### src/fjsp_pkg.sv
// ----------------------------------------------------------------------------
// fjsp_pkg
// Types, codes and helper functions of the flat JSON object stream parser.
// ----------------------------------------------------------------------------
package fjsp_pkg;

   localparam int unsigned MAX_RESULTS = 4;
   localparam int unsigned QUEUE_DEPTH = 8;
   localparam int unsigned QUEUE_CW    = $clog2(QUEUE_DEPTH + 1);
   localparam int unsigned QUEUE_IW    = $clog2(QUEUE_DEPTH);
   localparam int unsigned RESULT_IW   = $clog2(MAX_RESULTS);
   localparam int unsigned RESULT_CW   = $clog2(MAX_RESULTS + 1);

   typedef enum logic [3:0] {
      GS_OPEN   = 4'd0,
      GS_FIRST  = 4'd1,
      GS_KEY    = 4'd2,
      GS_STRING = 4'd3,
      GS_ESCAPE = 4'd4,
      GS_HEX    = 4'd5,
      GS_COLON  = 4'd6,
      GS_VALUE  = 4'd7,
      GS_AFTER  = 4'd8,
      GS_DONE   = 4'd9
   } grammar_state_type;

   typedef enum logic [1:0] {
      KIND_KEY    = 2'd0,
      KIND_VALUE  = 2'd1,
      KIND_ENTRY  = 2'd2,
      KIND_FINISH = 2'd3
   } out_kind_type;

   localparam logic [7:0] CH_SPACE  = 8'h20;
   localparam logic [7:0] CH_TAB    = 8'h09;
   localparam logic [7:0] CH_CR     = 8'h0D;
   localparam logic [7:0] CH_LF     = 8'h0A;
   localparam logic [7:0] CH_LBRACE = 8'h7B;
   localparam logic [7:0] CH_RBRACE = 8'h7D;
   localparam logic [7:0] CH_QUOTE  = 8'h22;
   localparam logic [7:0] CH_BSLASH = 8'h5C;
   localparam logic [7:0] CH_SLASH  = 8'h2F;
   localparam logic [7:0] CH_COLON  = 8'h3A;
   localparam logic [7:0] CH_COMMA  = 8'h2C;
   localparam logic [7:0] CH_LOW_B  = 8'h62;
   localparam logic [7:0] CH_LOW_F  = 8'h66;
   localparam logic [7:0] CH_LOW_N  = 8'h6E;
   localparam logic [7:0] CH_LOW_R  = 8'h72;
   localparam logic [7:0] CH_LOW_T  = 8'h74;
   localparam logic [7:0] CH_LOW_U  = 8'h75;

   localparam logic [15:0] UTF8_MAX1 = 16'h007F;
   localparam logic [15:0] UTF8_MAX2 = 16'h07FF;
   localparam logic [7:0]  UTF8_LEAD2 = 8'hC0;
   localparam logic [7:0]  UTF8_LEAD3 = 8'hE0;
   localparam logic [7:0]  UTF8_CONT  = 8'h80;

   typedef struct packed {
      logic [7:0] text_byte;
      logic       final_byte;
   } req_item_type;

   typedef struct packed {
      logic [7:0]   out_byte;
      out_kind_type out_kind;
      logic         parse_status;
      logic         run_end;
   } rsp_item_type;

   function automatic logic is_space(input logic [7:0] c);
      return (c == CH_SPACE) || (c == CH_TAB) || (c == CH_CR) || (c == CH_LF);
   endfunction

   // returns {valid, value}
   function automatic logic [4:0] hex_value(input logic [7:0] c);
      logic [4:0] r;
      r = '0;
      if (c >= 8'h30 && c <= 8'h39) begin
         r = {1'b1, 4'(c - 8'h30)};
      end else if (c >= 8'h61 && c <= 8'h66) begin
         r = {1'b1, 4'(c - 8'h57)};
      end else if (c >= 8'h41 && c <= 8'h46) begin
         r = {1'b1, 4'(c - 8'h37)};
      end
      return r;
   endfunction

endpackage

### src/fjsp_if.sv
// ----------------------------------------------------------------------------
// fjsp_req_if / fjsp_rsp_if
// Valid/ready channels carrying input bytes and parser results.
// ----------------------------------------------------------------------------
interface fjsp_req_if;
   logic                  valid;
   logic                  ready;
   fjsp_pkg::req_item_type payload;

   modport source (output valid, output payload, input ready);
   modport sink   (input valid, input payload, output ready);
endinterface

interface fjsp_rsp_if;
   logic                  valid;
   logic                  ready;
   fjsp_pkg::rsp_item_type payload;

   modport source (output valid, output payload, input ready);
   modport sink   (input valid, input payload, output ready);
endinterface

### src/flat_json_object_stream_parser.sv
// ----------------------------------------------------------------------------
// flat_json_object_stream_parser
// Parses a flat JSON object of string pairs byte by byte and emits decoded
// key and value bytes, entry marks and a final status.
// ----------------------------------------------------------------------------
//  channel   dir  payload                                       transfer
//  req_chan  in   text_byte, final_byte                          valid & ready
//  rsp_chan  out  out_byte, out_kind, parse_status, run_end      valid & ready
//
//  one input byte per cycle; it is held in an input register, decoded
//  combinationally into 0 to 4 results, and those go into an 8-entry result queue
//  the queue drains one result per cycle; input is taken while it holds
//  4 or fewer results, so a byte that makes several results is absorbed
//  synchronous reset returns the grammar to expecting an opening brace
//  and empties the queue; rsp stalls back up into req only through the queue
// ----------------------------------------------------------------------------
module flat_json_object_stream_parser (
   input  logic        clock,
   input  logic        reset,
   fjsp_req_if.sink    req_chan,
   fjsp_rsp_if.source  rsp_chan
);

   localparam logic [fjsp_pkg::QUEUE_CW-1:0] ACCEPT_LIMIT =
      fjsp_pkg::QUEUE_CW'(fjsp_pkg::QUEUE_DEPTH - fjsp_pkg::MAX_RESULTS);

   // input register
   logic                   in_valid_ff, in_valid_in;
   fjsp_pkg::req_item_type in_item_ff;

   // parser state
   fjsp_pkg::grammar_state_type gs_ff, gs_in;
   logic        in_value_ff, in_value_in;
   logic        khb_ff, khb_in;
   logic [15:0] hex_ff, hex_in;
   logic [1:0]  hex_seen_ff, hex_seen_in;
   logic        err_ff, err_in;

   // result queue
   fjsp_pkg::rsp_item_type               queue_ff [fjsp_pkg::QUEUE_DEPTH];
   fjsp_pkg::rsp_item_type               queue_in [fjsp_pkg::QUEUE_DEPTH];
   logic [fjsp_pkg::QUEUE_CW-1:0]        count_ff, count_in, count_pop;

   logic        move, pop;
   logic [7:0]  c;
   logic [4:0]  hexd;
   logic [15:0] code;
   logic [7:0]  str_byte [3];
   logic [1:0]  str_cnt;
   logic        str_emit;
   logic        entry, finish, bad;
   fjsp_pkg::out_kind_type        str_kind;
   fjsp_pkg::rsp_item_type        items [fjsp_pkg::MAX_RESULTS];
   logic [fjsp_pkg::RESULT_CW-1:0] n_items;

   assign move = in_valid_ff && (count_ff <= ACCEPT_LIMIT);
   assign pop  = rsp_chan.valid && rsp_chan.ready;
   assign req_chan.ready = !in_valid_ff || move;
   assign rsp_chan.valid = (count_ff != '0);
   assign rsp_chan.payload = queue_ff[0];
   assign in_valid_in = req_chan.valid || (in_valid_ff && !move);

   assign c    = in_item_ff.text_byte;
   assign hexd = fjsp_pkg::hex_value(c);
   assign code = {hex_ff[11:0], hexd[3:0]};

   // grammar and decode
   always_comb begin
      gs_in       = gs_ff;
      in_value_in = in_value_ff;
      khb_in      = khb_ff;
      hex_in      = hex_ff;
      hex_seen_in = hex_seen_ff;
      err_in      = err_ff;
      str_byte[0] = '0;
      str_byte[1] = '0;
      str_byte[2] = '0;
      str_cnt     = '0;
      entry       = 1'b0;
      finish      = 1'b0;
      bad         = 1'b0;
      if (move) begin
         if (!err_ff) begin
            unique case (gs_ff)
               fjsp_pkg::GS_OPEN: begin
                  if (!fjsp_pkg::is_space(c)) begin
                     if (c == fjsp_pkg::CH_LBRACE) gs_in = fjsp_pkg::GS_FIRST;
                     else err_in = 1'b1;
                  end
               end
               fjsp_pkg::GS_FIRST: begin
                  if (!fjsp_pkg::is_space(c)) begin
                     if (c == fjsp_pkg::CH_RBRACE) begin
                        gs_in = fjsp_pkg::GS_DONE;
                     end else if (c == fjsp_pkg::CH_QUOTE) begin
                        gs_in = fjsp_pkg::GS_STRING;
                        in_value_in = 1'b0;
                        khb_in = 1'b0;
                     end else begin
                        err_in = 1'b1;
                     end
                  end
               end
               fjsp_pkg::GS_KEY: begin
                  if (!fjsp_pkg::is_space(c)) begin
                     if (c == fjsp_pkg::CH_QUOTE) begin
                        gs_in = fjsp_pkg::GS_STRING;
                        in_value_in = 1'b0;
                        khb_in = 1'b0;
                     end else begin
                        err_in = 1'b1;
                     end
                  end
               end
               fjsp_pkg::GS_STRING: begin
                  if (c == fjsp_pkg::CH_QUOTE) begin
                     if (!in_value_ff) begin
                        gs_in = fjsp_pkg::GS_COLON;
                     end else begin
                        entry = khb_ff;
                        gs_in = fjsp_pkg::GS_AFTER;
                     end
                  end else if (c == fjsp_pkg::CH_BSLASH) begin
                     gs_in = fjsp_pkg::GS_ESCAPE;
                  end else begin
                     str_byte[0] = c;
                     str_cnt = 2'd1;
                  end
               end
               fjsp_pkg::GS_ESCAPE: begin
                  gs_in = fjsp_pkg::GS_STRING;
                  str_cnt = 2'd1;
                  unique case (c)
                     fjsp_pkg::CH_QUOTE:  str_byte[0] = 8'h22;
                     fjsp_pkg::CH_BSLASH: str_byte[0] = 8'h5C;
                     fjsp_pkg::CH_SLASH:  str_byte[0] = 8'h2F;
                     fjsp_pkg::CH_LOW_B:  str_byte[0] = 8'h08;
                     fjsp_pkg::CH_LOW_F:  str_byte[0] = 8'h0C;
                     fjsp_pkg::CH_LOW_N:  str_byte[0] = 8'h0A;
                     fjsp_pkg::CH_LOW_R:  str_byte[0] = 8'h0D;
                     fjsp_pkg::CH_LOW_T:  str_byte[0] = 8'h09;
                     fjsp_pkg::CH_LOW_U: begin
                        str_cnt = 2'd0;
                        hex_in = '0;
                        hex_seen_in = '0;
                        gs_in = fjsp_pkg::GS_HEX;
                     end
                     default: begin
                        str_cnt = 2'd0;
                        err_in = 1'b1;
                     end
                  endcase
               end
               fjsp_pkg::GS_HEX: begin
                  if (!hexd[4]) begin
                     err_in = 1'b1;
                  end else begin
                     hex_in = code;
                     if (hex_seen_ff != 2'd3) begin
                        hex_seen_in = hex_seen_ff + 2'd1;
                     end else begin
                        hex_seen_in = '0;
                        gs_in = fjsp_pkg::GS_STRING;
                        if (code <= fjsp_pkg::UTF8_MAX1) begin
                           str_byte[0] = code[7:0];
                           str_cnt = 2'd1;
                        end else if (code <= fjsp_pkg::UTF8_MAX2) begin
                           str_byte[0] = fjsp_pkg::UTF8_LEAD2 | {3'b000, code[10:6]};
                           str_byte[1] = fjsp_pkg::UTF8_CONT | {2'b00, code[5:0]};
                           str_cnt = 2'd2;
                        end else begin
                           str_byte[0] = fjsp_pkg::UTF8_LEAD3 | {4'b0000, code[15:12]};
                           str_byte[1] = fjsp_pkg::UTF8_CONT | {2'b00, code[11:6]};
                           str_byte[2] = fjsp_pkg::UTF8_CONT | {2'b00, code[5:0]};
                           str_cnt = 2'd3;
                        end
                     end
                  end
               end
               fjsp_pkg::GS_COLON: begin
                  if (!fjsp_pkg::is_space(c)) begin
                     if (c == fjsp_pkg::CH_COLON) gs_in = fjsp_pkg::GS_VALUE;
                     else err_in = 1'b1;
                  end
               end
               fjsp_pkg::GS_VALUE: begin
                  if (!fjsp_pkg::is_space(c)) begin
                     if (c == fjsp_pkg::CH_QUOTE) begin
                        gs_in = fjsp_pkg::GS_STRING;
                        in_value_in = 1'b1;
                     end else begin
                        err_in = 1'b1;
                     end
                  end
               end
               fjsp_pkg::GS_AFTER: begin
                  if (!fjsp_pkg::is_space(c)) begin
                     if (c == fjsp_pkg::CH_COMMA) gs_in = fjsp_pkg::GS_KEY;
                     else if (c == fjsp_pkg::CH_RBRACE) gs_in = fjsp_pkg::GS_DONE;
                     else err_in = 1'b1;
                  end
               end
               fjsp_pkg::GS_DONE: begin
                  if (!fjsp_pkg::is_space(c)) err_in = 1'b1;
               end
               default: err_in = 1'b1;
            endcase
            if (!in_value_ff && str_cnt != 2'd0) khb_in = 1'b1;
         end
         if (in_item_ff.final_byte) begin
            finish      = 1'b1;
            bad         = err_in || (gs_in != fjsp_pkg::GS_DONE);
            gs_in       = fjsp_pkg::GS_OPEN;
            in_value_in = 1'b0;
            khb_in      = 1'b0;
            hex_in      = '0;
            hex_seen_in = '0;
            err_in      = 1'b0;
         end
      end
   end

   // pack results
   assign str_emit = !in_value_ff || khb_ff;
   assign str_kind = in_value_ff ? fjsp_pkg::KIND_VALUE : fjsp_pkg::KIND_KEY;

   always_comb begin
      for (int i = 0; i < fjsp_pkg::MAX_RESULTS; i++) begin
         items[i] = '{out_byte: '0, out_kind: fjsp_pkg::KIND_KEY,
                      parse_status: 1'b0, run_end: 1'b0};
      end
      n_items = '0;
      for (int i = 0; i < 3; i++) begin
         items[i].out_byte = str_byte[i];
         items[i].out_kind = str_kind;
      end
      if (str_emit) n_items = fjsp_pkg::RESULT_CW'(str_cnt);
      if (entry) begin
         items[n_items[fjsp_pkg::RESULT_IW-1:0]].out_byte = '0;
         items[n_items[fjsp_pkg::RESULT_IW-1:0]].out_kind = fjsp_pkg::KIND_ENTRY;
         n_items = n_items + 1'b1;
      end
      if (finish) begin
         items[n_items[fjsp_pkg::RESULT_IW-1:0]].out_byte = '0;
         items[n_items[fjsp_pkg::RESULT_IW-1:0]].out_kind = fjsp_pkg::KIND_FINISH;
         items[n_items[fjsp_pkg::RESULT_IW-1:0]].parse_status = bad;
         n_items = n_items + 1'b1;
      end
      if (n_items != '0) begin
         items[fjsp_pkg::RESULT_IW'(n_items - 1'b1)].run_end = 1'b1;
      end
   end

   // result queue: shift out at the head, append behind the survivors
   assign count_pop = count_ff - fjsp_pkg::QUEUE_CW'(pop);

   always_comb begin
      logic [fjsp_pkg::QUEUE_CW-1:0] slot;
      logic [fjsp_pkg::QUEUE_CW-1:0] offs;
      for (int i = 0; i < fjsp_pkg::QUEUE_DEPTH; i++) begin
         slot = fjsp_pkg::QUEUE_CW'(i);
         offs = slot - count_pop;
         if (pop && i < fjsp_pkg::QUEUE_DEPTH - 1) queue_in[i] = queue_ff[i + 1];
         else queue_in[i] = queue_ff[i];
         if (move && slot >= count_pop
             && slot < count_pop + fjsp_pkg::QUEUE_CW'(n_items)) begin
            queue_in[i] = items[offs[fjsp_pkg::RESULT_IW-1:0]];
         end
      end
      count_in = count_pop + (move ? fjsp_pkg::QUEUE_CW'(n_items) : '0);
   end

   always_ff @(posedge clock) begin
      if (reset) begin
         in_valid_ff <= 1'b0;
         gs_ff       <= fjsp_pkg::GS_OPEN;
         in_value_ff <= 1'b0;
         khb_ff      <= 1'b0;
         hex_ff      <= '0;
         hex_seen_ff <= '0;
         err_ff      <= 1'b0;
         count_ff    <= '0;
      end else begin
         in_valid_ff <= in_valid_in;
         gs_ff       <= gs_in;
         in_value_ff <= in_value_in;
         khb_ff      <= khb_in;
         hex_ff      <= hex_in;
         hex_seen_ff <= hex_seen_in;
         err_ff      <= err_in;
         count_ff    <= count_in;
      end
   end

   always_ff @(posedge clock) begin
      if (req_chan.ready) begin
         in_item_ff <= req_chan.payload;
      end
      queue_ff <= queue_in;
   end

endmodule

### src/flat_wrapper.sv
// flat-port wrapper written by rule: the top's interface ports become plain ports
module flat_json_object_stream_parser_flat 
  (clock, reset, req_chan_valid, req_chan_payload, req_chan_ready, rsp_chan_valid, rsp_chan_payload, rsp_chan_ready);
  fjsp_req_if req_chan_i ();
  fjsp_rsp_if rsp_chan_i ();
  input  logic clock;
  input  logic reset;
  input wire logic [$bits(req_chan_i.valid)-1:0] req_chan_valid;
  input wire logic [$bits(req_chan_i.payload)-1:0] req_chan_payload;
  output wire logic [$bits(req_chan_i.ready)-1:0] req_chan_ready;
  output wire logic [$bits(rsp_chan_i.valid)-1:0] rsp_chan_valid;
  output wire logic [$bits(rsp_chan_i.payload)-1:0] rsp_chan_payload;
  input wire logic [$bits(rsp_chan_i.ready)-1:0] rsp_chan_ready;
  assign req_chan_i.valid = req_chan_valid;
  assign req_chan_i.payload = req_chan_payload;
  assign req_chan_ready = req_chan_i.ready;
  assign rsp_chan_valid = rsp_chan_i.valid;
  assign rsp_chan_payload = rsp_chan_i.payload;
  assign rsp_chan_i.ready = rsp_chan_ready;
  flat_json_object_stream_parser u_core (.clock(clock), .reset(reset), .req_chan(req_chan_i), .rsp_chan(rsp_chan_i));
endmodule
### config.mk
export PLATFORM = sky130hd
export DESIGN_NAME = flat_json_object_stream_parser_flat
export DESIGN_NICKNAME = d
export VERILOG_FILES = /design/src/fjsp_pkg.sv /design/src/fjsp_if.sv /design/src/flat_json_object_stream_parser.sv /design/src/flat_wrapper.sv
export SDC_FILE = /design/constraint.sdc
export NUM_CORES = 1
export LEC_CHECK = 0
export ABC_AREA = 1
export BUFFER_PORTS_ARGS = -buffer_cell sky130_fd_sc_hd__clkbuf_2
export CORE_MARGIN = 4
export CORE_UTILIZATION = 40
export CTS_CLUSTER_DIAMETER = 80
export CTS_CLUSTER_SIZE = 28
export DETAILED_ROUTE_END_ITERATION = 7
export GPL_TIMING_DRIVEN = 0
export PLACE_DENSITY = 0.53
export SYNTH_ARGS = -nofsm -noshare
export SYNTH_HDL_FRONTEND = slang
export SYNTH_SLANG_ARGS = --single-unit
### constraint.sdc
create_clock -name clock -period 14 [get_ports clock]
set_clock_uncertainty 0.15 [all_clocks]
set_input_delay 1.4 -clock clock [delete_from_list [all_inputs] [get_ports clock]]
set_output_delay 1.4 -clock clock [all_outputs]
set_load 0.02 [all_outputs]
# Word-level counts from Yosys, hierarchy flattened
# Cells that the tools add are included.
dict set report totals {
  reg_bits 131
  latch_bits 0
  ramBits 0
  romBits 0
  inputBits 13
  output_inout_bits 14
  n_memories 0
}
dict set report classes {
  addsub 18
  mul 0
  div 0
  n_lt_le_gt_ge 39
  n_eq_ne 39
  shifts 0
  mux 168
  bitwise_logic 11
  reduce_logical 56
}
# operator n
set op_table {}
lappend op_table {{$mux W12} 36}
lappend op_table {{$bwmux W48} 6}
lappend op_table {{$bmux W12 S2} 8}
lappend op_table {{$demux W12 S2} 6}
lappend op_table {{$mux W48} 3}
lappend op_table {{$mux W24} 4}
lappend op_table {{$mux W4} 21}
lappend op_table {{$eq A8 B7 Y1 const B} 9}
lappend op_table {{$pmux W7 S8} 1}
lappend op_table {{$mux W1} 47}
lappend op_table {{$eq A8 B6 Y1 const B} 5}
lappend op_table {{$ge A3 B3 Y1 const B} 11}
lappend op_table {{$not A2 Y3} 11}
lappend op_table {{$mux W16} 2}
lappend op_table {{$mux W8} 4}
lappend op_table {{$pmux W4 S8} 1}
lappend op_table {{$mux W2} 14}
lappend op_table {{$logic_and A1 B1 Y1} 26}
lappend op_table {{$eq A8 B4 Y1 const B} 3}
lappend op_table {{$pmux W12 S2} 1}
lappend op_table {{$pmux W8 S3} 1}
lappend op_table {{$eq A4 B3 Y1 const B} 4}
lappend op_table {{$ge A3 B4 Y1 const A} 4}
lappend op_table {{$ge A8 B7 Y1 const B} 2}
lappend op_table {{51 further kinds} 101}

# Depth between registers and ports, before layout
# Gate-level depths: netlist of the first run.
dict set report logic_depth {
  depth_word 34
  mapped_depth 32
  ltp_nobuf 32
}

# Worst setup path before layout of the first run
# Ideal clock, no wire load.
dict set report synth_timing {
  kind {input-to-reg}
  from {input port rsp_chan_ready}
  to {register u_core.queue_ff[60] in the netlist's numbering (enable)}
  setup_ps 350
  arrival_ps 4429
  t_required_ps 13500
  path_slack_ps 9070
  path_stages 17
  cell_sequence {nand2_1 -> inv_1 -> ha_1 -> ha_1 -> inv_1 -> clkbuf_1 -> clkbuf_1 -> ha_1 -> nand2_1 -> nand2_1 -> a21oi_1 -> xor2_1 -> inv_1 -> nand4_2 -> nand2_2 -> buf_4 -> nand2_1}
}
dict set report synth_between {
  elab_chain_cells 6
}
# element line_no
set synth_lines {}
lappend synth_lines {{start, declared} flat_wrapper.sv:13} ;# input wire logic [$bits(rsp_chan_i.ready)-1:0] rsp_chan_ready;
lappend synth_lines {{$logic_and A1 B1 Y1 *} flat_json_object_stream_parser.sv:57} ;# assign pop = rsp_chan.valid && rsp_chan.ready;
lappend synth_lines {{$sub A4 B1 Y4} flat_json_object_stream_parser.sv:255} ;# assign count_pop = count_ff - fjsp_pkg::QUEUE_CW'(pop);
lappend synth_lines {{$add A4 B3 Y4 / $ge A2 B4 Y1 (equally long branches)} {flat_json_object_stream_parser.sv:266, flat_json_object_stream_parser.sv:265}}
lappend synth_lines {{$lt A2 B4 Y1 / $logic_and A1 B1 Y1 (equally long branches)} {flat_json_object_stream_parser.sv:266, flat_json_object_stream_parser.sv:265}}
lappend synth_lines {{$logic_and A1 B1 Y1} flat_json_object_stream_parser.sv:266} ;# && slot < count_pop + fjsp_pkg::QUEUE_CW'(n_items)) begin
lappend synth_lines {{$reduce_bool A2 Y1 (no source line) *} -}
lappend synth_lines {{end signal, assigned} flat_json_object_stream_parser.sv:299} ;# queue_ff <= queue_in;
lappend synth_lines {{end, declared} flat_json_object_stream_parser.sv:40} ;# fjsp_pkg::rsp_item_type queue_ff [fjsp_pkg::QUEUE_DEPTH];
# Every way passes the cells marked *; elsewhere a longest branch is shown, timed or not.
# A chain may end at the register's enable or synchronous reset.

# Worst setup path after layout of the first run
dict set report layout_timing {
  from {register u_core.in_item_ff (netlist bit u_core.c[0])}
  to {register u_core.queue_ff[47] in the netlist's numbering (enable)}
}
dict set report layout_between {
  elab_chain_cells 24
}
# element line_no
set layout_lines {}
lappend layout_lines {{start, declared} flat_json_object_stream_parser.sv:29} ;# fjsp_pkg::req_item_type in_item_ff;
lappend layout_lines {{start signal, assigned} flat_json_object_stream_parser.sv:297} ;# in_item_ff <= req_chan.payload;
lappend layout_lines {{$ge A8 B7 Y1 / $le A8 B7 Y1 (equally long branches)} fjsp_pkg.sv:82} ;# end else if (c >= 8'h41 && c <= 8'h46) begin
lappend layout_lines {{$logic_and A1 B1 Y1} fjsp_pkg.sv:82}
lappend layout_lines {{$mux W5} fjsp_pkg.sv:82}
lappend layout_lines {{$mux W5} fjsp_pkg.sv:80} ;# end else if (c >= 8'h61 && c <= 8'h66) begin
lappend layout_lines {{$mux W5} fjsp_pkg.sv:78} ;# if (c >= 8'h30 && c <= 8'h39) begin
lappend layout_lines {{$le A16 B11 Y1} flat_json_object_stream_parser.sv:167} ;# end else if (code <= fjsp_pkg::UTF8_MAX2) begin
lappend layout_lines {{$mux W1} flat_json_object_stream_parser.sv:167}
lappend layout_lines {{$mux W2} flat_json_object_stream_parser.sv:164} ;# if (code <= fjsp_pkg::UTF8_MAX1) begin
lappend layout_lines {{[8 not listed]} -}
lappend layout_lines {{$add A2 B1 Y3} flat_json_object_stream_parser.sv:241} ;# n_items = n_items + 1'b1;
lappend layout_lines {{$mux W3 *} flat_json_object_stream_parser.sv:238} ;# if (entry) begin
lappend layout_lines {{$add A3 B1 Y3} flat_json_object_stream_parser.sv:247} ;# n_items = n_items + 1'b1;
lappend layout_lines {{$mux W3 *} flat_json_object_stream_parser.sv:243} ;# if (finish) begin
lappend layout_lines {{$add A4 B3 Y4 *} flat_json_object_stream_parser.sv:266}
lappend layout_lines {{$lt A3 B4 Y1 *} flat_json_object_stream_parser.sv:266}
lappend layout_lines {{$logic_and A1 B1 Y1 *} flat_json_object_stream_parser.sv:266}
lappend layout_lines {{$reduce_bool A2 Y1 (no source line) *} -}
# Every way passes the cells marked *; elsewhere a longest branch is shown, timed or not. The select of a mux whose other input is x is not followed.

==> impl_table.tex, run 1 <==
\begin{tabular}{lr}
\hline
Metric & Value \\
\hline
\multicolumn{2}{l}{\textbf{Synthesis}} \\
\quad Share of synthesized area spent on multiplexers & 0\% \\
\quad Library cell with the highest instance count after synthesis & nand2\_1 \\
\quad Largest family of logic cells by synthesized area & simple AND/OR/NAND/NOR gates \\
\quad Compound-cell area share of the yosys netlist & 13.2\% \\
\quad Count of distinct cell types in the synthesized netlist & 46 \\
\quad Commonest cells in the netlist & nand2\_1, inv\_1, nand3\_1, edfxtp\_1, o21ai\_0 \\
\quad Adder and majority cell fraction of the synthesized area & 3.78\% \\
\quad Net Count, Synth & 1226 \\
\quad Synthesized instance count & 1187 \\
\quad Share of the yosys chip area belonging to registers & 41.8\% \\
\quad Leading cell types by total area after synthesis & edfxtp\_1, nand2\_1, nand3\_1 \\
\quad Count of flip-flops with a built-in enable after synthesis & 105 \\
\quad \#FFs+latches synth & 131 \\
\quad Async SR Flop Fraction & 0\% \\
\quad Count of warnings emitted by yosys & 0 \\
\quad Post-Syn Area per Cell & 7.41 um2 \\
\quad Cell area after technology mapping & 8800 um2 \\
\quad Fraction of synthesized cell area in xor and xnor cells & 0.498\% \\
\quad Dominant synthesized flop cell & edfxtp\_1 \\
\quad Cell type with the highest aggregate area in the netlist & edfxtp\_1 \\
\quad Post-synth top area share & 35.8\% \\
\quad Post-Synth Simple-Gate Area & 31.5\% \\
\multicolumn{2}{l}{\textbf{Setup path}} \\
\quad Startpoint kind of the worst setup timing path & flop \\
\quad Data arrival at the endpoint of the critical path & 6.00 ns \\
\quad Critical setup path kind & reg -> reg \\
\quad Required time reported for the critical path endpoint & 13.88 ns \\
\quad Cell with the largest stage delay on the worst path & edfxtp\_1 \\
\quad Maximum cell stage delay along the critical path & 0.46 ns \\
\quad Maximum fanout count along the critical path & 12 \\
\quad Kind of end point of the critical path & flop \\
\multicolumn{2}{l}{\textbf{Die}} \\
\quad Initial core utilization & 41.2\% \\
\quad Number of placed I/O pins & 27 \\
\quad Core region area & 21400 um2 \\
\quad Die H & 156 um \\
\quad Floorplan die width & 156 um \\
\quad Num rows & 53 \\
\quad Die area & 24400 um2 \\
\multicolumn{2}{l}{\textbf{Drt}} \\
\quad Final wirelength & 28000 um \\
\quad Post-DRT Antenna Nets & 0 \\
\quad DRC & 0 \\
\quad Via density per instance & 5.38 \\
\quad Detail-routed net length per standard cell & 18.4 um \\
\quad Number of detailed-routing iterations run before antenna repair & 5 \\
\quad Via total after detailed routing & 8175 \\
\quad Initial DRC Count & 790 \\
\multicolumn{2}{l}{\textbf{Timing}} \\
\quad Post-Route Hold Slack & 0.319 ns \\
\quad Worst slew slack as a fraction of its limit & 38.7\% \\
\quad Number of setup violations in the final report & 0 \\
\quad Setup TNS after final layout & 0 ns \\
\quad Final worst-path cycle share & 43.7\% \\
\quad Minimum setup slack in the final design & 7.89 ns \\
\quad Hold violation total from the final report & 0 \\
\quad Max frequency & 164 MHz \\
\quad Final critical delay including setup and external delays & 6.11 ns \\
\quad Least-Margin Pin Slew & 0.919 ns \\
\quad Final Slew Violations & 0 \\
\quad RSZ-0062 raised after global routing & false \\
\multicolumn{2}{l}{\textbf{Clock tree}} \\
\quad Clock latency on the worst-skew pair & 0.43 ns \\
\quad TritonCTS clock tree & yes \\
\quad Post-cts sizing count & 0 \\
\quad Clk pin slew, worst setup/hold paths & 0.07 ns \\
\quad Total number of clock tree sinks & 131 \\
\quad Post-CTS setup buffer count & 0 \\
\quad Clock Tree Buf Depth & 2 \\
\quad CTS hold repair buffers & 0 \\
\quad Root Buffer & clkbuf\_16 \\
\quad Number of clock buffers inserted by TritonCTS & 17 \\
\quad CTS H-Tree Depth & 4 \\
\multicolumn{2}{l}{\textbf{Power and ir drop}} \\
\quad Share of power burned in the clock network & 21.4\% \\
\quad Power density over cell area & 223 nW/um2 \\
\quad Share of power burned in combinational logic & 47.3\% \\
\quad Leakage power summed over all cells & 4.42 nW \\
\quad Proportion of total power due to net switching & 45.8\% \\
\quad Cell-internal power & 1.19 mW \\
\quad Net Switching & 1.01 mW \\
\quad Power share of the sequential group & 31.3\% \\
\quad Worst-case vdd ir drop & 0.0985 mV \\
\multicolumn{2}{l}{\textbf{Placement}} \\
\quad I/O Buffers & 25 \\
\quad DP Cell Count & 1487 \\
\quad Area of placed instances & 9270 um2 \\
\quad DP HPWL & 22000 um \\
\quad RePlAce Congestion & 0.941 \\
\quad Worst slack at placement & 7.83 ns \\
\multicolumn{2}{l}{\textbf{Global route}} \\
\quad Global-route wire length before repair & 43200 um \\
\quad Global route overflow & 0 \\
\quad Number of global-route vias before repair & 7456 \\
\quad Number of antenna violations at the first check in global routing & 0 \\
\quad Pin count of the biggest net entering global routing & 17 \\
\quad Total routing resource utilization after global routing & 23.4\% \\
\multicolumn{2}{l}{\textbf{Finish}} \\
\quad Final Cell Area & 9890 um2 \\
\quad Sequential Area & 3670 um2 \\
\quad Area added between synthesis and finish & 12.4\% \\
\quad Number of standard cells in the final layout excluding fillers & 1519 \\
\quad Layout net count & 1270 \\
\quad Multi-input gate area & 4300 um2 \\
\quad Share of layout cells above drive strength 1 & 11.3\% \\
\quad Ant. Diodes & 0 \\
\quad Fill cell total of the finished layout & 2162 \\
\multicolumn{2}{l}{\textbf{Job}} \\
\quad Max-capacitance violation count & 0 \\
\multicolumn{2}{l}{\textbf{Status}} \\
\quad Status & finished clean \\
\multicolumn{2}{l}{\textbf{Hold path}} \\
\quad Hold Path Class & reg -> reg \\
\hline
\end{tabular}
[sequential cells by signal, summed over array words and instances, names as in the netlist]
signal and cells:
u_core.hex_seen_ff 2, u_core.khb_ff 1, u_core.queue_ff 84, u_core.c 8, u_core.in_item_ff 1, u_core.rsp_chan.payload 12
u_core.in_value_ff 1, u_core.gs_ff 4, u_core.hex_ff 12, u_core.in_valid_ff 1, u_core.count_ff 4, u_core.err_ff 1
[power by group through the flow]
stage	Clock [mW]	Sequential (mW)	Combinational [mW]
2_1_floorplan	0	0.687	0.702
3_3_place_gp	0	0.695	1.02
3_5_place_dp	0	0.697	1.02
4_1_cts	0.477	0.688	1.03
5_1_grt	0.496	0.704	1.16
6_report	0.472	0.688	1.04
[area by class of cell]
type / count / area share (%)
multi-input cells: 864 / 43.5
flip-flops and latches: 131 / 37.2
inverters: 132 / 5.04
clock buffers: 17 / 4.30
well taps: 275 / 3.48
plain buffers: 60 / 3.29
clock inverters: 15 / 1.92
repair buffers: 25 / 1.27
[path summary, 6_finish.rpt]
kind,to,from,depth (start not counted),slack [ns]
max,u_core.queue_ff[47],u_core.c[0],30,7.89
min,u_core.hex_seen_ff[1],u_core.hex_seen_ff[1],2,0.32
max reg2reg,u_core.queue_ff[47],u_core.c[0],30,7.89
min reg2reg,u_core.hex_seen_ff[1],u_core.hex_seen_ff[1],2,0.32
[metrics by stage]
stage / util (%) / power, mW
4_1_cts: 46.3 / 2.19
5_1_grt: 46.3 / 2.36
3_5_place_dp: 43.4 / 1.72
2_1_floorplan: - / 1.39
6_report: 46.3 / 2.20
3_3_place_gp: 43.4 / 1.71
[logic make-up after synthesis]
group | count (synthesis)
buffers and inverters | 192
AO/OA/AOI/OAI | 207
flip-flops | 131
adder cells (fa/ha/maj) | 26
XOR/XNOR | 5
AND/OR/NAND/NOR | 626
[placed cells by master, fill, tap and decap left out, types with 26 or more instances in the layout]
cell type,n
nand2_1,373
inv_1,118
nand3_1,111
edfxtp_1,105
o21ai_0,84
nor2_1,67
a21oi_1,42
o21ai_1,35
clkbuf_1,26
dfxtp_1,26
[metal layers]
layer,vias to the layer above,global-route usage [%],wire (um),share of wire [%]
met5,-,0,0,0
met2,285,33.8,11600,41
met4,0,6.32,466,1.7
li1,4069,-,-,-
met1,3789,35.9,13600,49
met3,32,4.12,2330,8.3
[worst max-delay path: cells and delay by family (launching register included)]
family	cells	cell delay, ns
AO/OA/AOI/OAI	2	0.44
XOR/XNOR	1	0.13
adder cells (fa/ha/maj)	5	1.45
buffers and inverters	9	0.92
flip-flops	1	0.46
AND/OR/NAND/NOR	13	2.15
(Power assumes the default switching activity.)
==> run 2: changes to the inputs <==
--- a/config.mk
+++ b/config.mk
@@ -5,7 +5,7 @@
 export SDC_FILE = /design/constraint.sdc
 export NUM_CORES = 1
 export LEC_CHECK = 0
-export ABC_AREA = 1
+export ABC_AREA = 0
 export BUFFER_PORTS_ARGS = -buffer_cell sky130_fd_sc_hd__clkbuf_2
 export CORE_MARGIN = 4
 export CORE_UTILIZATION = 40
@@ -13,7 +13,7 @@
 export CTS_CLUSTER_SIZE = 28
 export DETAILED_ROUTE_END_ITERATION = 7
 export GPL_TIMING_DRIVEN = 0
-export PLACE_DENSITY = 0.53
+export PLACE_DENSITY = 0.55
 export SYNTH_ARGS = -nofsm -noshare
 export SYNTH_HDL_FRONTEND = slang
 export SYNTH_SLANG_ARGS = --single-unit
==> constraint.sdc (replaced) <==
create_clock -name clock -period 5.6 [get_ports clock]
set_clock_uncertainty 0.15 [all_clocks]
set_input_delay 0.56 -clock clock [delete_from_list [all_inputs] [get_ports clock]]
set_output_delay 0.56 -clock clock [all_outputs]
set_load 0.02 [all_outputs]
==> impl_table.tex, run 2 <==
\begin{tabular}{lr}
\hline
Metric & Value \\
\hline
\multicolumn{2}{l}{\textbf{Finish}} \\
\quad Share of layout cells above drive strength 1 & 27.2\% (+16 points) \\
\quad Final design utilization & 49.5\% (+3.2 points) \\
\quad Leading cell types in the layout, fill and taps excluded & edfxtp\_1, nand2\_1, nor2\_1, a21oi\_1, mux2\_2 \\
\quad Commonest non-fill, non-tap cell in the layout & edfxtp\_1 \\
\quad Layout net count & 1005 (-21\%) \\
\quad Sequential Area & 3670 um2 (unchanged) \\
\quad Biggest register & u\_core.queue\_ff \\
\quad Ant. Diodes & 0 (unchanged) \\
\quad Multi-input gate area & 4940 um2 (+15\%) \\
\quad Flip-flop count of the largest register after layout & 84 (unchanged) \\
\quad Fill cell total of the finished layout & 2003 (-7.4\%) \\
\quad Area added between synthesis and finish & 20.2\% \\
\multicolumn{2}{l}{\textbf{Timing}} \\
\quad Final Slew Violations & 0 (unchanged) \\
\quad Least-Margin Pin Slew & 1.21 ns (+0.294 ns) \\
\quad Final critical delay including setup and external delays & 5.40 ns (-0.713 ns) \\
\quad Hold violation total from the final report & 0 (unchanged) \\
\quad Worst slew slack as a fraction of its limit & 18.4\% (-20 points) \\
\quad Minimum setup slack in the final design & 0.199 ns (-7.69 ns) \\
\quad Final worst-path cycle share & 96.4\% (+53 points) \\
\quad Max frequency & 185 MHz (+13\%) \\
\quad Number of setup violations in the final report & 0 (unchanged) \\
\multicolumn{2}{l}{\textbf{Drt}} \\
\quad Final wirelength & 26300 um (-6.1\%) \\
\quad Via total after detailed routing & 7403 (-9.4\%) \\
\quad Via density per instance & 5.91 (+9.9\%) \\
\quad Detail-routed net length per standard cell & 21.0 um (+14\%) \\
\quad Number of detailed-routing iterations run before antenna repair & 5 (unchanged) \\
\quad Post-DRT Antenna Nets & 0 (unchanged) \\
\quad DRC & 0 (unchanged) \\
\quad Initial DRC Count & 763 (-3.4\%) \\
\multicolumn{2}{l}{\textbf{Synthesis}} \\
\quad Cell area after technology mapping & 8760 um2 (-0.43\%) \\
\quad Count of warnings emitted by yosys & 0 (unchanged) \\
\quad \#FFs+latches synth & 131 (unchanged) \\
\quad Leading cell types by total area after synthesis & edfxtp\_1, mux2\_2, dfxtp\_1 \\
\quad Dominant synthesized flop cell & edfxtp\_1 \\
\quad Cell type with the highest aggregate area in the netlist & edfxtp\_1 \\
\quad Synthesized instance count & 884 (-26\%) \\
\quad Count of flip-flops with a built-in enable after synthesis & 105 (unchanged) \\
\quad Post-Syn Area per Cell & 9.91 um2 (+34\%) \\
\quad Share of the yosys chip area belonging to registers & 41.9\% (+0.18 points) \\
\quad Async SR Flop Fraction & 0\% (unchanged) \\
\quad Count of distinct cell types in the synthesized netlist & 90 (+96\%) \\
\quad Net Count, Synth & 923 (-25\%) \\
\quad Library cell with the highest instance count after synthesis & edfxtp\_1 \\
\quad Commonest cells in the netlist & edfxtp\_1, nand2\_1, a21oi\_1, nor2\_1, mux2\_2 \\
\quad Post-synth top area share & 36.0\% (+0.15 points) \\
\multicolumn{2}{l}{\textbf{Placement}} \\
\quad I/O Buffers & 25 (unchanged) \\
\quad RePlAce Congestion & 0.869 (-7.7\%) \\
\quad DP HPWL & 18800 um (-15\%) \\
\quad Worst slack at placement & -1.42 ns (-9.25 ns) \\
\multicolumn{2}{l}{\textbf{Power and ir drop}} \\
\quad Leakage power summed over all cells & 3.87 nW (-12\%) \\
\quad Worst-case vdd ir drop & 0.289 mV (+190\%) \\
\quad Power density over cell area & 551 nW/um2 (+150\%) \\
\multicolumn{2}{l}{\textbf{Job}} \\
\quad Max-capacitance violation count & 0 (unchanged) \\
\multicolumn{2}{l}{\textbf{Global route}} \\
\quad Number of global-route vias before repair & 6906 (-7.4\%) \\
\quad Pin count of the biggest net entering global routing & 17 (unchanged) \\
\quad Global-route wire length before repair & 40300 um (-6.6\%) \\
\quad Total routing resource utilization after global routing & 21.4\% (-2.0 points) \\
\quad Number of antenna violations at the first check in global routing & 0 (unchanged) \\
\quad Global route overflow & 0 (unchanged) \\
\multicolumn{2}{l}{\textbf{Status}} \\
\quad Status & finished clean \\
\multicolumn{2}{l}{\textbf{Setup path}} \\
\quad Kind of end point of the critical path & flop \\
\quad Setup slack of the most critical reg-to-reg path & 0.20 ns (-7.69 ns) \\
\quad Maximum fanout count along the critical path & 7 (-5) \\
\quad Required time reported for the critical path endpoint & 5.62 ns (-8.26 ns) \\
\quad Critical setup path kind & reg -> reg \\
\quad Number of cells traversed by the worst register-to-register path & 24 (-20\%) \\
\quad Startpoint kind of the worst setup timing path & flop \\
\quad Data arrival at the endpoint of the critical path & 5.42 ns (-0.58 ns) \\
\multicolumn{2}{l}{\textbf{Die}} \\
\quad Floorplan die width & 156 um (-0.20\%) \\
\quad Die area & 24300 um2 (-0.40\%) \\
\quad Num rows & 53 (unchanged) \\
\quad Die H & 156 um (-0.20\%) \\
\quad Number of placed I/O pins & 27 (unchanged) \\
\quad Core region area & 21300 um2 (-0.31\%) \\
\quad Initial core utilization & 41.2\% (-0.048 points) \\
\multicolumn{2}{l}{\textbf{Clock tree}} \\
\quad Total number of clock tree sinks & 131 (unchanged) \\
\quad Clock Tree Buf Depth & 2 (unchanged) \\
\quad Number of clock buffers inserted by TritonCTS & 17 (unchanged) \\
\quad CTS H-Tree Depth & 4 (unchanged) \\
\quad Clock latency on the worst-skew pair & 0.43 ns (about the same) \\
\quad Clk pin slew, worst setup/hold paths & 0.07 ns (about the same) \\
\quad CTS hold repair buffers & 0 (unchanged) \\
\quad Root Buffer & clkbuf\_16 \\
\quad TritonCTS clock tree & yes \\
\multicolumn{2}{l}{\textbf{Hold path}} \\
\quad Worst hold path stage count & 1 (-1) \\
\quad Hold Path Class & in -> reg \\
\hline
\end{tabular}
run 2: cell count changes in the layout (fill, tap and decap cells not counted), moves of 10 or more:
cell      before  now
buf_4         22   50
a21oi_1       42   65
o21ai_0       84   34
nand3_1      111   37
nand2_1      373   78
inv_1        118   37
o21ai_1       35    3
nand4_1       18    7
mux2_2         0   59
a21o_1         0   10
a211oi_1      11    0
buf_6          1   11
nand2_2       15    1
mux2i_1        0   21
run 2: power breakdown:
part / total [mW] / switching [mW] / leakage, nW / internal, mW
registers: 1.70 / 0.103 / 1.21 / 1.60
logic: 2.96 / 1.86 / 2.38 / 1.11
clock network: 1.14 / 0.442 / 0.273 / 0.694
run 2: cell families (layout without fill, tap and decap cells):
group / count (synthesis) / after routing / synth area share (%)
buffers and inverters: 107 / 198 / 5.93
muxes: 100 / 100 / 13.3
xor gates and xnor gates: 9 / 9 / 0.986
and+or+nand+nor: 308 / 310 / 18.3
AOI/OAI and AO/OA: 203 / 203 / 15.7
DFF: 131 / 131 / 41.9
adders and majority gates: 26 / 26 / 3.80
run 2: final timing paths:
check | startpoint | to
max | u_core.c[1] | u_core.queue_ff[26]
min | req_chan_payload[6] | u_core.c[5]
max reg2reg | u_core.c[1] | u_core.queue_ff[26]
min reg2reg | u_core.hex_seen_ff[1] | u_core.hex_seen_ff[1]
run 2: per-stage QoR:
step / setup TNS (ns) / power [mW] / cells / hold slack [ns] / area (um2)
4_1_cts: 0 / 5.71 / 1234 / 0.142 / 10200
5_1_grt: -0.0145 / 6.14 / 1252 / 0.150 / 10500
6_report: 0 / 5.80 / 1252 / 0.155 / 10500
3_5_place_dp: -196.46 / 4.38 / 1185 / 0.302 / 9270
2_1_floorplan: 0 / 3.63 / 884 / 0.286 / 8800
3_3_place_gp: -207.07 / 4.36 / 1184 / 0.298 / 9270
run 2: area by class of cell:
type	count	area share, %
inverter	42	1.50
buffer	62	3.68
tap	275	3.27
timing repair buffer	64	4.15
clock inverter	13	1.51
clock buffer	17	4.04
multi-input combinational	648	47.0
sequential	131	34.9
run 2: what timing repair did:
action | CTS | global route
endpoints found under the setup margin | 185 | 165
setup buffers | 16 | 21
pin swaps | 9 | 20
cloned | 3 | 0
resized for setup | 49 | 40
run 2: layer usage:
layer	global-route usage, %	vias to the layer above	wire length, um
li1	-	3465	-
met1	32.1	3673	12600
met2	32.6	242	11800
met3	3.00	23	1530
met4	5.34	0	327
met5	0	-	0
run 2: worst max-delay path, cell delays in order (launching register included):
cell and delay (ns):
edfxtp_1 0.50, buf_4 0.20, ha_2 0.22, and3_1 0.19, o21ai_0 0.19, o21a_1 0.23
a21oi_2 0.09, o31a_1 0.33, inv_2 0.09, ha_4 0.20, nand2_1 0.07, nand2_2 0.09
ha_4 0.27, o22ai_4 0.16, inv_1 0.06, ha_1 0.32, a21o_1 0.20, a21oi_2 0.21
xor2_2 0.21, inv_1 0.17, a21oi_4 0.17, nor3b_4 0.20, buf_6 0.16, buf_8 0.15
mux2_1 0.33
